`config.mk`:
```
export PLATFORM = sky130hd
export DESIGN_NAME = voxel_visible_face_cull_unit_flat
export DESIGN_NICKNAME = d
export VERILOG_FILES = /design/src/hw/rtl/vvfc_pkg.sv /design/src/hw/rtl/vvfc_chan_if.sv /design/src/hw/rtl/vvfc_ctrl.sv /design/src/hw/rtl/vvfc_datapath.sv /design/src/hw/rtl/voxel_visible_face_cull_unit.sv /design/src/flat_wrapper.sv
export VERILOG_INCLUDE_DIRS = /design/src /design/src/hw/rtl
export SDC_FILE = /design/constraint.sdc
export NUM_CORES = 1
export LEC_CHECK = 0
export ABC_CLOCK_PERIOD_IN_PS = 2200
export BUFFER_PORTS_ARGS = -buffer_cell sky130_fd_sc_hd__buf_2
export CORE_ASPECT_RATIO = 1.2
export CORE_MARGIN = 4
export CORE_UTILIZATION = 40
export DETAILED_ROUTE_END_ITERATION = 10
export GPL_TIMING_DRIVEN = 0
export SYNTH_ARGS = -nofsm -noshare
export SYNTH_HDL_FRONTEND = slang
export SYNTH_SLANG_ARGS = --single-unit
```
`constraint.sdc`:
```
create_clock -name clk -period 2.2 [get_ports clk]
set_input_delay 0.22 -clock clk [delete_from_list [all_inputs] [get_ports clk]]
set_output_delay 0.22 -clock clk [all_outputs]
set_load 0.01 [all_outputs]
```
`src/hw/rtl/voxel_visible_face_cull_unit_defines.svh`:
```
// Assertion macros shared by the voxel face cull RTL.
// No dependencies; modules that assert include this file by name.
`ifndef VOXEL_VISIBLE_FACE_CULL_UNIT_DEFINES_SVH
`define VOXEL_VISIBLE_FACE_CULL_UNIT_DEFINES_SVH

// same-cycle implication, quiet during reset
`define VVFC_ASSERT_NOW(lbl, ante, cons, msg) \
	lbl: assert property (@(posedge clk) disable iff (!arst_n) (ante) |-> (cons)) \
		else $error(msg);

// next-cycle implication, quiet during reset
`define VVFC_ASSERT_NEXT(lbl, ante, cons, msg) \
	lbl: assert property (@(posedge clk) disable iff (!arst_n) (ante) |=> (cons)) \
		else $error(msg);

`endif

```
`src/hw/rtl/vvfc_pkg.sv`:
```
// Shared types, codes and constants of the voxel face cull unit.
// No dependencies; used by all modules.
package vvfc_pkg;

	localparam int EDGE_LENGTH_DEF = 16;
	localparam int TOTAL_W         = 19;
	localparam logic [TOTAL_W-1:0] TOTAL_MAX = '1;
	localparam logic [3:0] VPF_RESET = 4'd6;

	// item kinds
	localparam logic [1:0] KIND_WRITE = 2'd0;
	localparam logic [1:0] KIND_BEGIN = 2'd1;
	localparam logic [1:0] KIND_CULL  = 2'd2;

	// row read steps of a lookup
	localparam logic [2:0] STEP_CTR = 3'd0; // own row (x,y): own bit, +z, -z
	localparam logic [2:0] STEP_XP  = 3'd1;
	localparam logic [2:0] STEP_XM  = 3'd2;
	localparam logic [2:0] STEP_YP  = 3'd3;
	localparam logic [2:0] STEP_YM  = 3'd4;

	typedef struct packed {
		logic [1:0] kind;
		logic [4:0] pos_x;
		logic [4:0] pos_y;
		logic [4:0] pos_z;
		logic       occupied;
	} vvfc_item_t;

	typedef struct packed {
		logic [5:0]         face_mask;
		logic               voxel_present;
		logic [TOTAL_W-1:0] vertex_total;
		logic               out_of_range;
	} vvfc_result_t;

	// controller -> datapath
	typedef struct packed {
		logic       clr_we;
		logic       load;
		logic       rd_en;
		logic [2:0] rd_step;
		logic       commit;
	} vvfc_cmd_t;

	// datapath -> controller
	typedef struct packed {
		logic clr_last;
		logic needs_mem;
		logic is_write;
		logic out_free;
	} vvfc_sts_t;

endpackage

```
`src/hw/rtl/vvfc_chan_if.sv`:
```
// Valid/ready channel carrying one payload beat.
// Payload type set per instance; used with the types of vvfc_pkg.
interface vvfc_chan_if #(
	parameter type payload_t = logic
);
	logic     valid;
	logic     ready;
	payload_t data;

	modport source (output valid, output data, input ready);
	modport sink (input valid, input data, output ready);
endinterface

```
`src/hw/rtl/vvfc_ctrl.sv`:
```
// Sequencer of the voxel face cull unit: clear sweep, row reads, commit.
// Depends on vvfc_pkg and the assertion macro header.
`include "voxel_visible_face_cull_unit_defines.svh"

module vvfc_ctrl
	import vvfc_pkg::*;
(
	input  logic      clk,
	input  logic      arst_n,
	input  logic      cmd_valid,
	output logic      cmd_ready,
	input  vvfc_sts_t sts,
	output vvfc_cmd_t dp_cmd
);

	localparam logic [2:0] ST_CLEAR = 3'd0;
	localparam logic [2:0] ST_IDLE  = 3'd1;
	localparam logic [2:0] ST_CHECK = 3'd2;
	localparam logic [2:0] ST_READ  = 3'd3;
	localparam logic [2:0] ST_LAST  = 3'd4;
	localparam logic [2:0] ST_FIN   = 3'd5;

	logic [2:0] state_q, state_d;
	logic [2:0] step_q, step_d;
	logic       last_step;

	// a write needs only its own row, a cull all five
	assign last_step = (sts.is_write && step_q == STEP_CTR) || step_q == STEP_YM;

	// next state and commands
	always_comb begin
		state_d   = state_q;
		step_d    = step_q;
		cmd_ready = 1'b0;
		dp_cmd    = '0;
		unique case (state_q)
			ST_CLEAR: begin
				dp_cmd.clr_we = 1'b1;
				if (sts.clr_last) state_d = ST_IDLE;
			end
			ST_IDLE: begin
				cmd_ready   = 1'b1;
				dp_cmd.load = cmd_valid;
				if (cmd_valid) state_d = ST_CHECK;
			end
			ST_CHECK: begin
				step_d  = STEP_CTR;
				state_d = sts.needs_mem ? ST_READ : ST_FIN;
			end
			ST_READ: begin
				dp_cmd.rd_en   = 1'b1;
				dp_cmd.rd_step = step_q;
				if (last_step) begin
					state_d = ST_LAST;
				end else begin
					step_d = step_q + 3'd1;
				end
			end
			ST_LAST: begin
				// last row lands in the datapath
				state_d = ST_FIN;
			end
			ST_FIN: begin
				if (sts.out_free) begin
					dp_cmd.commit = 1'b1;
					state_d       = ST_IDLE;
				end
			end
			default: begin
				state_d = ST_IDLE;
			end
		endcase
	end

	always_ff @(posedge clk or negedge arst_n) begin
		if (!arst_n) begin
			state_q <= ST_CLEAR;
			step_q  <= STEP_CTR;
		end else begin
			state_q <= state_d;
			step_q  <= step_d;
		end
	end

	`VVFC_ASSERT_NEXT(a_accept_to_check, state_q == ST_IDLE && cmd_valid, state_q == ST_CHECK, "accepted beat did not start a lookup")
	`VVFC_ASSERT_NOW(a_step_bound, state_q == ST_READ, step_q <= STEP_YM, "row step past last neighbor")
	`VVFC_ASSERT_NOW(a_write_one_row, state_q == ST_READ && sts.is_write, step_q == STEP_CTR, "write item read more than its own row")

endmodule

```
`src/hw/rtl/vvfc_datapath.sv`:
```
// Datapath of the voxel face cull unit: occupancy row memory, neighbor
// bits, vertex total, config register and result register. Uses vvfc_pkg.
`include "voxel_visible_face_cull_unit_defines.svh"

module vvfc_datapath
	import vvfc_pkg::*;
#(
	parameter int EDGE_LENGTH = EDGE_LENGTH_DEF
)(
	input  logic         clk,
	input  logic         arst_n,
	input  vvfc_cmd_t    dp_cmd,
	output vvfc_sts_t    sts,
	input  vvfc_item_t   cmd_data,
	input  logic         cfg_valid,
	input  logic [3:0]   cfg_data,
	output logic         out_valid,
	input  logic         out_ready,
	output vvfc_result_t out_data
);

	localparam int ROWS = EDGE_LENGTH * EDGE_LENGTH;
	localparam int AW   = $clog2(ROWS);
	localparam int ZW   = $clog2(EDGE_LENGTH);
	localparam logic [5:0]    EDGE6    = 6'(EDGE_LENGTH);
	localparam logic [AW-1:0] EDGE_A   = AW'(EDGE_LENGTH);
	localparam logic [AW-1:0] ROW_LAST = AW'(ROWS - 1);

	vvfc_item_t           item_q;
	logic [3:0]           vpf_q;
	logic [TOTAL_W-1:0]   total_q;
	logic [AW-1:0]        clr_cnt_q;
	logic [EDGE_LENGTH-1:0] occ_mem_q [ROWS];
	logic [EDGE_LENGTH-1:0] rd_q;
	logic                 rd_vld_s1;
	logic [2:0]           rd_step_s1;
	logic [EDGE_LENGTH-1:0] ctr_row_q;
	logic                 present_q;
	logic [5:0]           face_q;
	logic                 out_valid_q;
	vvfc_result_t         res_q;

	logic                 in_rng, xp_ok, xm_ok, yp_ok, ym_ok, zp_ok, zm_ok;
	logic [4:0]           xp, xm, yp, ym;
	logic [ZW-1:0]        zi, zpi, zmi;
	logic [AW-1:0]        ctr_addr, rd_addr, wr_addr;
	logic [EDGE_LENGTH-1:0] new_row, wr_row;
	logic                 mem_we;
	logic [2:0]           face_cnt;
	logic [6:0]           add_v;
	logic [TOTAL_W:0]     sum;
	logic [TOTAL_W-1:0]   total_d;
	vvfc_result_t         res_d;

	function automatic logic [AW-1:0] row_of(input logic [4:0] xx, input logic [4:0] yy);
		row_of = AW'(AW'(xx) * EDGE_A + AW'(yy));
	endfunction

	// coordinate checks and neighbor coordinates
	assign in_rng = ({1'b0, item_q.pos_x} < EDGE6) && ({1'b0, item_q.pos_y} < EDGE6)
		&& ({1'b0, item_q.pos_z} < EDGE6);
	assign xp_ok = ({1'b0, item_q.pos_x} + 6'd1) < EDGE6;
	assign yp_ok = ({1'b0, item_q.pos_y} + 6'd1) < EDGE6;
	assign zp_ok = ({1'b0, item_q.pos_z} + 6'd1) < EDGE6;
	assign xm_ok = item_q.pos_x != 5'd0;
	assign ym_ok = item_q.pos_y != 5'd0;
	assign zm_ok = item_q.pos_z != 5'd0;
	assign xp    = item_q.pos_x + 5'd1;
	assign xm    = item_q.pos_x - 5'd1;
	assign yp    = item_q.pos_y + 5'd1;
	assign ym    = item_q.pos_y - 5'd1;
	assign zi    = item_q.pos_z[ZW-1:0];
	assign zpi   = zi + ZW'(1);
	assign zmi   = zi - ZW'(1);

	assign sts.needs_mem = in_rng && (item_q.kind == KIND_WRITE || item_q.kind == KIND_CULL);
	assign sts.is_write  = item_q.kind == KIND_WRITE;
	assign sts.clr_last  = clr_cnt_q == ROW_LAST;
	assign sts.out_free  = !out_valid_q || out_ready;

	// row address per read step; a neighbor off the chunk rereads the own row
	assign ctr_addr = row_of(item_q.pos_x, item_q.pos_y);
	always_comb begin
		unique case (dp_cmd.rd_step)
			STEP_XP: rd_addr = xp_ok ? row_of(xp, item_q.pos_y) : ctr_addr;
			STEP_XM: rd_addr = xm_ok ? row_of(xm, item_q.pos_y) : ctr_addr;
			STEP_YP: rd_addr = yp_ok ? row_of(item_q.pos_x, yp) : ctr_addr;
			STEP_YM: rd_addr = ym_ok ? row_of(item_q.pos_x, ym) : ctr_addr;
			default: rd_addr = ctr_addr;
		endcase
	end

	// own row with the written bit replaced
	always_comb begin
		new_row     = ctr_row_q;
		new_row[zi] = item_q.occupied;
	end

	// write port: clear sweep or voxel write
	assign mem_we  = dp_cmd.clr_we
		|| (dp_cmd.commit && item_q.kind == KIND_WRITE && in_rng);
	assign wr_addr = dp_cmd.clr_we ? clr_cnt_q : ctr_addr;
	assign wr_row  = dp_cmd.clr_we ? '0 : new_row;

	// occupancy memory, one row of z bits per (x,y)
	always_ff @(posedge clk) begin
		if (mem_we) occ_mem_q[wr_addr] <= wr_row;
		if (dp_cmd.rd_en) rd_q <= occ_mem_q[rd_addr];
	end

	// step tag follows the registered read
	always_ff @(posedge clk or negedge arst_n) begin
		if (!arst_n) begin
			rd_vld_s1  <= 1'b0;
			rd_step_s1 <= STEP_CTR;
		end else begin
			rd_vld_s1  <= dp_cmd.rd_en;
			rd_step_s1 <= dp_cmd.rd_step;
		end
	end

	// item capture and neighbor bits (1 = face open)
	always_ff @(posedge clk) begin
		if (dp_cmd.load) item_q <= cmd_data;
		if (rd_vld_s1) begin
			unique case (rd_step_s1)
				STEP_CTR: begin
					ctr_row_q <= rd_q;
					present_q <= rd_q[zi];
					face_q[4] <= !(zp_ok && rd_q[zpi]);
					face_q[5] <= !(zm_ok && rd_q[zmi]);
				end
				STEP_XP: face_q[0] <= !(xp_ok && rd_q[zi]);
				STEP_XM: face_q[1] <= !(xm_ok && rd_q[zi]);
				STEP_YP: face_q[2] <= !(yp_ok && rd_q[zi]);
				STEP_YM: face_q[3] <= !(ym_ok && rd_q[zi]);
				default: ;
			endcase
		end
	end

	// vertex total update and result
	assign face_cnt = 3'($countones(face_q));
	assign add_v    = 7'(face_cnt) * 7'(vpf_q);
	assign sum      = {1'b0, total_q} + (TOTAL_W + 1)'(add_v);

	always_comb begin
		total_d = total_q;
		res_d   = '0;
		unique case (item_q.kind)
			KIND_BEGIN: total_d = '0;
			KIND_WRITE: begin
				if (!in_rng) begin
					res_d.out_of_range = 1'b1;
				end else begin
					res_d.voxel_present = item_q.occupied;
				end
			end
			KIND_CULL: begin
				if (!in_rng) begin
					res_d.out_of_range = 1'b1;
				end else if (present_q) begin
					res_d.voxel_present = 1'b1;
					res_d.face_mask     = face_q;
					total_d = sum[TOTAL_W] ? TOTAL_MAX : sum[TOTAL_W-1:0];
				end
			end
			default: ;
		endcase
		res_d.vertex_total = total_d;
	end

	always_ff @(posedge clk) begin
		if (dp_cmd.commit) res_q <= res_d;
	end

	// control registers
	always_ff @(posedge clk or negedge arst_n) begin
		if (!arst_n) begin
			vpf_q       <= VPF_RESET;
			total_q     <= '0;
			clr_cnt_q   <= '0;
			out_valid_q <= 1'b0;
		end else begin
			if (cfg_valid) vpf_q <= cfg_data;
			if (dp_cmd.commit) total_q <= total_d;
			if (dp_cmd.clr_we) clr_cnt_q <= clr_cnt_q + AW'(1);
			if (dp_cmd.commit) begin
				out_valid_q <= 1'b1;
			end else if (out_ready) begin
				out_valid_q <= 1'b0;
			end
		end
	end

	assign out_valid = out_valid_q;
	assign out_data  = res_q;

	`VVFC_ASSERT_NOW(a_commit_room, dp_cmd.commit, !out_valid_q || out_ready, "result overwritten before taken")

endmodule

```
`src/hw/rtl/voxel_visible_face_cull_unit.sv`:
```
// Top level of the voxel visible face cull unit.
// Depends on vvfc_pkg, vvfc_chan_if, vvfc_ctrl and vvfc_datapath.
//
// Channels: cmd (sink) takes one item per beat: kind, pos_x/y/z, occupied.
// result (source) gives one beat per item: face_mask, voxel_present,
// vertex_total, out_of_range. cfg (sink) writes the per-face vertex count;
// it is always ready and a beat takes effect at once.
// Sequence: an in-range cull reads its own z-row and four neighbor rows,
// one per cycle, through the single read port of the occupancy memory;
// an in-range write reads its own row and writes it back. A begin, an
// unused kind or an out-of-range item reads no row. Each item ends in a
// commit to the result register; the result is valid from the cycle in
// which the next item can be accepted.
// Reset: the occupancy memory is swept to zero, one row per cycle, over
// all EDGE_LENGTH^2 rows (256 at the default edge) with cmd.ready low;
// the total clears and the per-face vertex count returns to 6.
// A stalled result stays in the output register; the next item is still
// accepted and held at its commit until the register is free.
module voxel_visible_face_cull_unit
	import vvfc_pkg::*;
#(
	parameter int EDGE_LENGTH = EDGE_LENGTH_DEF
)(
	input logic         clk,
	input logic         arst_n,
	vvfc_chan_if.sink   cmd,
	vvfc_chan_if.source result,
	vvfc_chan_if.sink   cfg
);

	vvfc_cmd_t    dp_cmd;
	vvfc_sts_t    sts;
	vvfc_item_t   cmd_data;
	vvfc_result_t res_data;
	logic         cmd_ready;
	logic         res_valid;
	logic [3:0]   cfg_data;

	assign cmd_data = cmd.data;
	assign cfg_data = cfg.data;
	assign cmd.ready = cmd_ready;
	assign cfg.ready = 1'b1;
	assign result.valid = res_valid;
	assign result.data  = res_data;

	vvfc_ctrl u_ctrl (
		.clk       (clk),
		.arst_n    (arst_n),
		.cmd_valid (cmd.valid),
		.cmd_ready (cmd_ready),
		.sts       (sts),
		.dp_cmd    (dp_cmd)
	);

	vvfc_datapath #(
		.EDGE_LENGTH (EDGE_LENGTH)
	) u_datapath (
		.clk       (clk),
		.arst_n    (arst_n),
		.dp_cmd    (dp_cmd),
		.sts       (sts),
		.cmd_data  (cmd_data),
		.cfg_valid (cfg.valid),
		.cfg_data  (cfg_data),
		.out_valid (res_valid),
		.out_ready (result.ready),
		.out_data  (res_data)
	);

endmodule
```
`src/flat_wrapper.sv`:
```
// flat-port wrapper written by rule: the top's interface ports become plain ports
module voxel_visible_face_cull_unit_flat import vvfc_pkg::*;
#(
	parameter int EDGE_LENGTH = EDGE_LENGTH_DEF
)
  (clk, arst_n, cmd_valid, cmd_data, cmd_ready, result_valid, result_data, result_ready, cfg_valid, cfg_data, cfg_ready);
  vvfc_chan_if cmd_i ();
  vvfc_chan_if result_i ();
  vvfc_chan_if cfg_i ();
  input logic clk;
  input logic arst_n;
  input wire logic [$bits(cmd_i.valid)-1:0] cmd_valid;
  input wire logic [$bits(cmd_i.data)-1:0] cmd_data;
  output wire logic [$bits(cmd_i.ready)-1:0] cmd_ready;
  output wire logic [$bits(result_i.valid)-1:0] result_valid;
  output wire logic [$bits(result_i.data)-1:0] result_data;
  input wire logic [$bits(result_i.ready)-1:0] result_ready;
  input wire logic [$bits(cfg_i.valid)-1:0] cfg_valid;
  input wire logic [$bits(cfg_i.data)-1:0] cfg_data;
  output wire logic [$bits(cfg_i.ready)-1:0] cfg_ready;
  assign cmd_i.valid = cmd_valid;
  assign cmd_i.data = cmd_data;
  assign cmd_ready = cmd_i.ready;
  assign result_valid = result_i.valid;
  assign result_data = result_i.data;
  assign result_i.ready = result_ready;
  assign cfg_i.valid = cfg_valid;
  assign cfg_i.data = cfg_data;
  assign cfg_ready = cfg_i.ready;
  voxel_visible_face_cull_unit #(.EDGE_LENGTH(EDGE_LENGTH)) u_core (.clk(clk), .arst_n(arst_n), .cmd(cmd_i), .result(result_i), .cfg(cfg_i));
endmodule
```
Word level (Yosys, flattened, before mapping). Cells that the tools add are included. Widths: inputs -> output; s select.

Add/sub/neg operators: 2. Equality and inequality tests: 12. Multiplexer cells: 13. Reduce and logical (&&, ||, !) cells: 9.

Operators by type and width (number): $pmux 3 s6 (1); $mux 3 (5); $eq 3x3->1 const B (3); $add 8x1->8 const B (1); $eq 8x8->1 const B (1); $eq 3x2->1 const B (2); $logic_not 3->1 (2); $mux 1 (6); $ne 2x2->1 const B (3); $pmux 3 s2 (1); $ne 2x1->1 const B (2); $reduce_and 4->1 (1); $reduce_bool 2->1 (2); $add 3x1->3 const B (1); $eq 3x1->1 const B (1); $logic_or 1x1->1 (2); $reduce_and 2->1 (1); $logic_not 1->1 (1).

Flip-flop bits (word level): 15.

Longest topological paths before layout.
Depth after elaboration: 5. Depth in mapped cells: 5. Gate-level depth less buffers: 5.

By module. From an unflattened synthesis, not the netlist that was laid out.

Cell total of the unflattened synthesis: 12180. Area, all modules: 170795.1 um^2.

Modules (own cells, without submodules): vvfc_datapath (instances 1, cells each 12134, area each 170367.1 um^2, sequential area each 126423.8 um^2); vvfc_ctrl (instances 1, cells each 43, area each 412.9 um^2, sequential area each 150.1 um^2); voxel_visible_face_cull_unit (instances 1, cells each 3, area each 15.0 um^2, sequential area each 0.0 um^2).

Worst setup path before layout. OpenSTA, ideal clock, no wires.

Path type: reg2reg. From: register u_core.u_ctrl.state_q[1]. To: register u_core.u_datapath.clr_cnt_q[1]. Library setup time: 0.125 ns. Arrival time: 1.108 ns. Data required time: 2.075 ns. Path slack: 0.967 ns. Stages on the path, launching flop included: 3. Path buffers: 0. Period minus slack after synthesis: 1.233 ns. Cells stage by stage: dfrtp_1 -> nor3_4 -> mux2_2.

Cells in the longest elaborated chain, start to end: 2.

Ends and longest elaborated chain: from (decl) (RTL line vvfc_ctrl.sv:23) `logic [2:0] state_q, state_d;`; from (signal assigned) (RTL line vvfc_ctrl.sv:80) `state_q <= state_d;`; $logic_not 3->1 (RTL line vvfc_ctrl.sv:36) `unique case (state_q)`; $mux 1 (RTL line vvfc_ctrl.sv:36); to (signal assigned) (RTL line vvfc_datapath.sv:187) `if (dp_cmd.clr_we) clr_cnt_q <= clr_cnt_q + AW'(1);`; to (decl) (RTL line vvfc_datapath.sv:32) `logic [AW-1:0] clr_cnt_q;`.

Every way passes these cells. A chain may end at the register's enable or synchronous reset.

Final worst setup path.
From: register u_core.u_ctrl.state_q[0]. To: output port cmd_ready.

Cells in the longest elaborated chain, start to end: 2.

Ends and longest elaborated chain: $eq 3x1->1 (RTL line vvfc_ctrl.sv:36); $mux 1 (RTL line vvfc_ctrl.sv:36); to (decl) (RTL line flat_wrapper.sv:14) `output wire logic [$bits(cmd_i.ready)-1:0] cmd_ready;`.

Every way passes these cells.

==> flow_summary.yaml <==
die:
  dieArea_mm2: 0.00243
  core_mm2: 0.00162
  die_h_um: 53.2
  initial_core_util_pct: 42.1
  die_x_um: 45.7
  ioPinCount: 11
  placementRows: 16
sta:
  min_period_ns: 1.47
  setup-tns-final_ns: 0
  setup_slack_ns: 0.732
  hold_violations: 0
  fin_hold_ws_ns: 0.200
  setup_violations: 0
  rsz0062_at_grt: "false"
  period_share_pct: 66.7
  maxSlewViolCount: 0
  max_freq_ghz: 0.681
  clock-skew-final_ns: 0.00581
routing:
  drt_iter0_drc: 4
  viasPerCell: 5.00
  drc_errors: 0
  postRouteAntennaNets: 0
  wl_per_cell_um: 12.0
  wl_um: 1050
  firstDrtPassIters: 2
  vias: 440
critical_path:
  arrival_ns: 1.25
  cp_cell_sequence: "buf_2, nor2b_1, and2_1, buf_2"
  crit_type: "reg -> out"
  endpoint_kind: "output pin"
  cp.depth: 4
  path_buf_inv: 2
  cp-start-kind: "register"
  r2r_setup_slack_ns: 0.85
  critPathLaunch: "u_core.u_ctrl.state_q[0]"
  cp_top_family: "simple AND/OR/NAND/NOR gates"
  crit_fanout: 6
  crit_slowest_cell: "dfrtp_1"
  reg2regPathDepth: 2
  cp-endpoint: "cmd_ready"
  rr_endpoint: "u_core.u_datapath.clr_cnt_q[1]"
  cp_common_cell: "buf_2"
  slowest_delay_ns: 0.32
  r2r-start: "u_core.u_ctrl.state_q[1]"
  cp.required_ns: 1.98
pwr:
  swShare_pct: 36.5
  p_leak_nw: 0.350
  ir_worst_vdd_mv: 0.540
  p_int_mw: 0.550
  total_power_mw: 0.866
  switchingPower_mw: 0.316
  share_comb_of_total_power_pct: 35.3
  pwr-share-clk_pct: 16.2
  power_density_mw_per_mm2: 1140
  power_frac_seq_pct: 48.5
global_routing:
  grt_max_degree: 15
  grt_pass1_vias: 436
  track_usage_pct: 11.2
  antenna_found_initial: 0
  grt_pass1_wl_um: 1830
  overflow: 0
placement:
  gp_congestion: 0.823
  port_buffers: 5
  place_inst: 84
  pre_cts_ws_ns: 0.868
  dp_hpwl_um: 744
  placed_area_um2: 729
synthesis:
  ys_warn_count: 0
  synth_area_per_cell_um2: 11.2
  synth_area_um2: 682
  netlist.area_leader.share_pct: 51.4
  synth.distinct_cells: 26
  synth_area_leaders: "dfrtp_1 51%, xnor2_1 7.7%, mux2_2 5.0%"
  synthCells: 61
  synth_seq_cells: 14
  yosysTopAreaCell: "dfrtp_1"
  ys_seq_area_share_pct: 51.4
  syn-num-nets: 70
cts:
  cts_tree: "done"
  cts.hold.buffers_added: 1
  clk_latency_ns: 0.28
  cts_sinks: 14
  cts_setup_buffers: 0
  cts_buffers: 3
  clockBufferDepth: 2
  path_clk_slew_ns: 0.08
  htree_levels: 1
  cts-root-buf: "clkbuf_4"
  ctsResizeCount: 0
layout:
  drive_above_1_share_pct: 21.4
  n_antenna_cell: 0
  final.fill_count: 152
  design_area_um2: 762
  utilization_pct: 47.0
  multi_input_area_um2: 300
  final_nets: 81
  areaGrowthSynthToFinish_pct: 11.7
  sequential_cell_area_um2: 350
  layoutNonFillerInstCount: 88
hold_path:
  hold_path.class: "in -> reg"
run_status:
  status: "finished, final reports clean"
flow_run:
  maxCapViolations: 0
==> placed cells by master, fill, tap and decap left out, types with 2 or more instances in the layout <==
master	instances
nand2_1	6
nand2b_1	2
clkbuf_4	3
mux2_2	3
and3_1	2
buf_4	2
inv_1	3
ha_1	2
xnor2_1	6
nand4_1	4
conb_1	2
buf_2	6
dfrtp_1	14
==> registers in the layout (all words and copies together) (netlist names) <==
| signal | cells |
|---|---|
| u_core.u_ctrl.state_q | 3 |
| u_core.u_ctrl.step_q | 2 |
| u_core.u_datapath.clr_cnt_q | 8 |
| u_core.u_datapath.out_valid | 1 |
==> worst min-delay path by stage <==
| stage | startpoint | end | slack, ns | depth (start not counted) |
|---|---|---|---|---|
| finish | result_ready | u_core.u_datapath.out_valid | 0.20 | 3 |
| global route | result_ready | u_core.u_datapath.out_valid | 0.22 | 3 |
| CTS | result_ready | u_core.u_datapath.out_valid | 0.20 | 3 |
| detailed placement | arst_n | u_core.u_ctrl.step_q[1] | 0.13 | 1 |
| global placement | arst_n | u_core.u_ctrl.step_q[1] | 0.13 | 1 |
| floorplan | arst_n | u_core.u_ctrl.state_q[0] | -0.08 | 0 |
==> cells by family (layout without fill, tap and decap cells) <==
family	after synthesis	count (layout)	synth area share, %
mux	3	3	4.95
buf+inv	6	15	4.59
xor+xnor	7	7	8.99
compound gates	5	5	5.69
flops	14	14	51.4
other cells	2	2	1.10
fa+ha+maj	2	2	3.67
simple gates	22	22	19.6
==> power groups by stage <==
stage | sequential, mW | clock [mW] | combinational (mW)
global placement | 0.425 | 0 | 0.303
global route | 0.435 | 0.162 | 0.347
floorplan | 0.413 | 0 | 0.237
finish | 0.421 | 0.140 | 0.306
CTS | 0.420 | 0.146 | 0.309
detailed placement | 0.427 | 0 | 0.305
==> routing by layer <==
metal	global-route usage, %	vias to the layer above	wire [µm]
met5	0	-	0
met4	5.69	0	18
met3	6.12	2	82
met2	17.2	10	504
met1	12.2	205	448
li1	-	223	-
==> cell usage after synthesis <==
library cell,number
nand2b_1,2
o21ai_0,1
a211o_1,1
a22oi_1,1
nor3b_1,1
and2b_1,1
ha_1,2
buf_2,1
and4_1,1
inv_1,3
and2_1,1
conb_1,2
xnor2_1,6
mux2_2,3
nor3_4,1
a32oi_1,1
nor2b_1,1
nand3_1,1
buf_4,2
dfrtp_1,14
a22o_1,1
nand2_1,6
nand4_1,4
xor2_1,1
nor2_1,1
and3_1,2
==> worst min-delay path, cell delays in order <==
cell	delay, ns
buf_2	0.07
nand2b_1	0.11
nand2_1	0.05
==> area by class of cell <==
type | count | share of cell area, %
buffer | 3 | 2.63
clock buffer | 3 | 2.96
inverter | 3 | 1.48
multi-input combinational | 41 | 39.4
sequential | 14 | 46.0
tap | 18 | 2.96
timing repair buffer | 6 | 4.60
(Power assumes the default switching activity.)
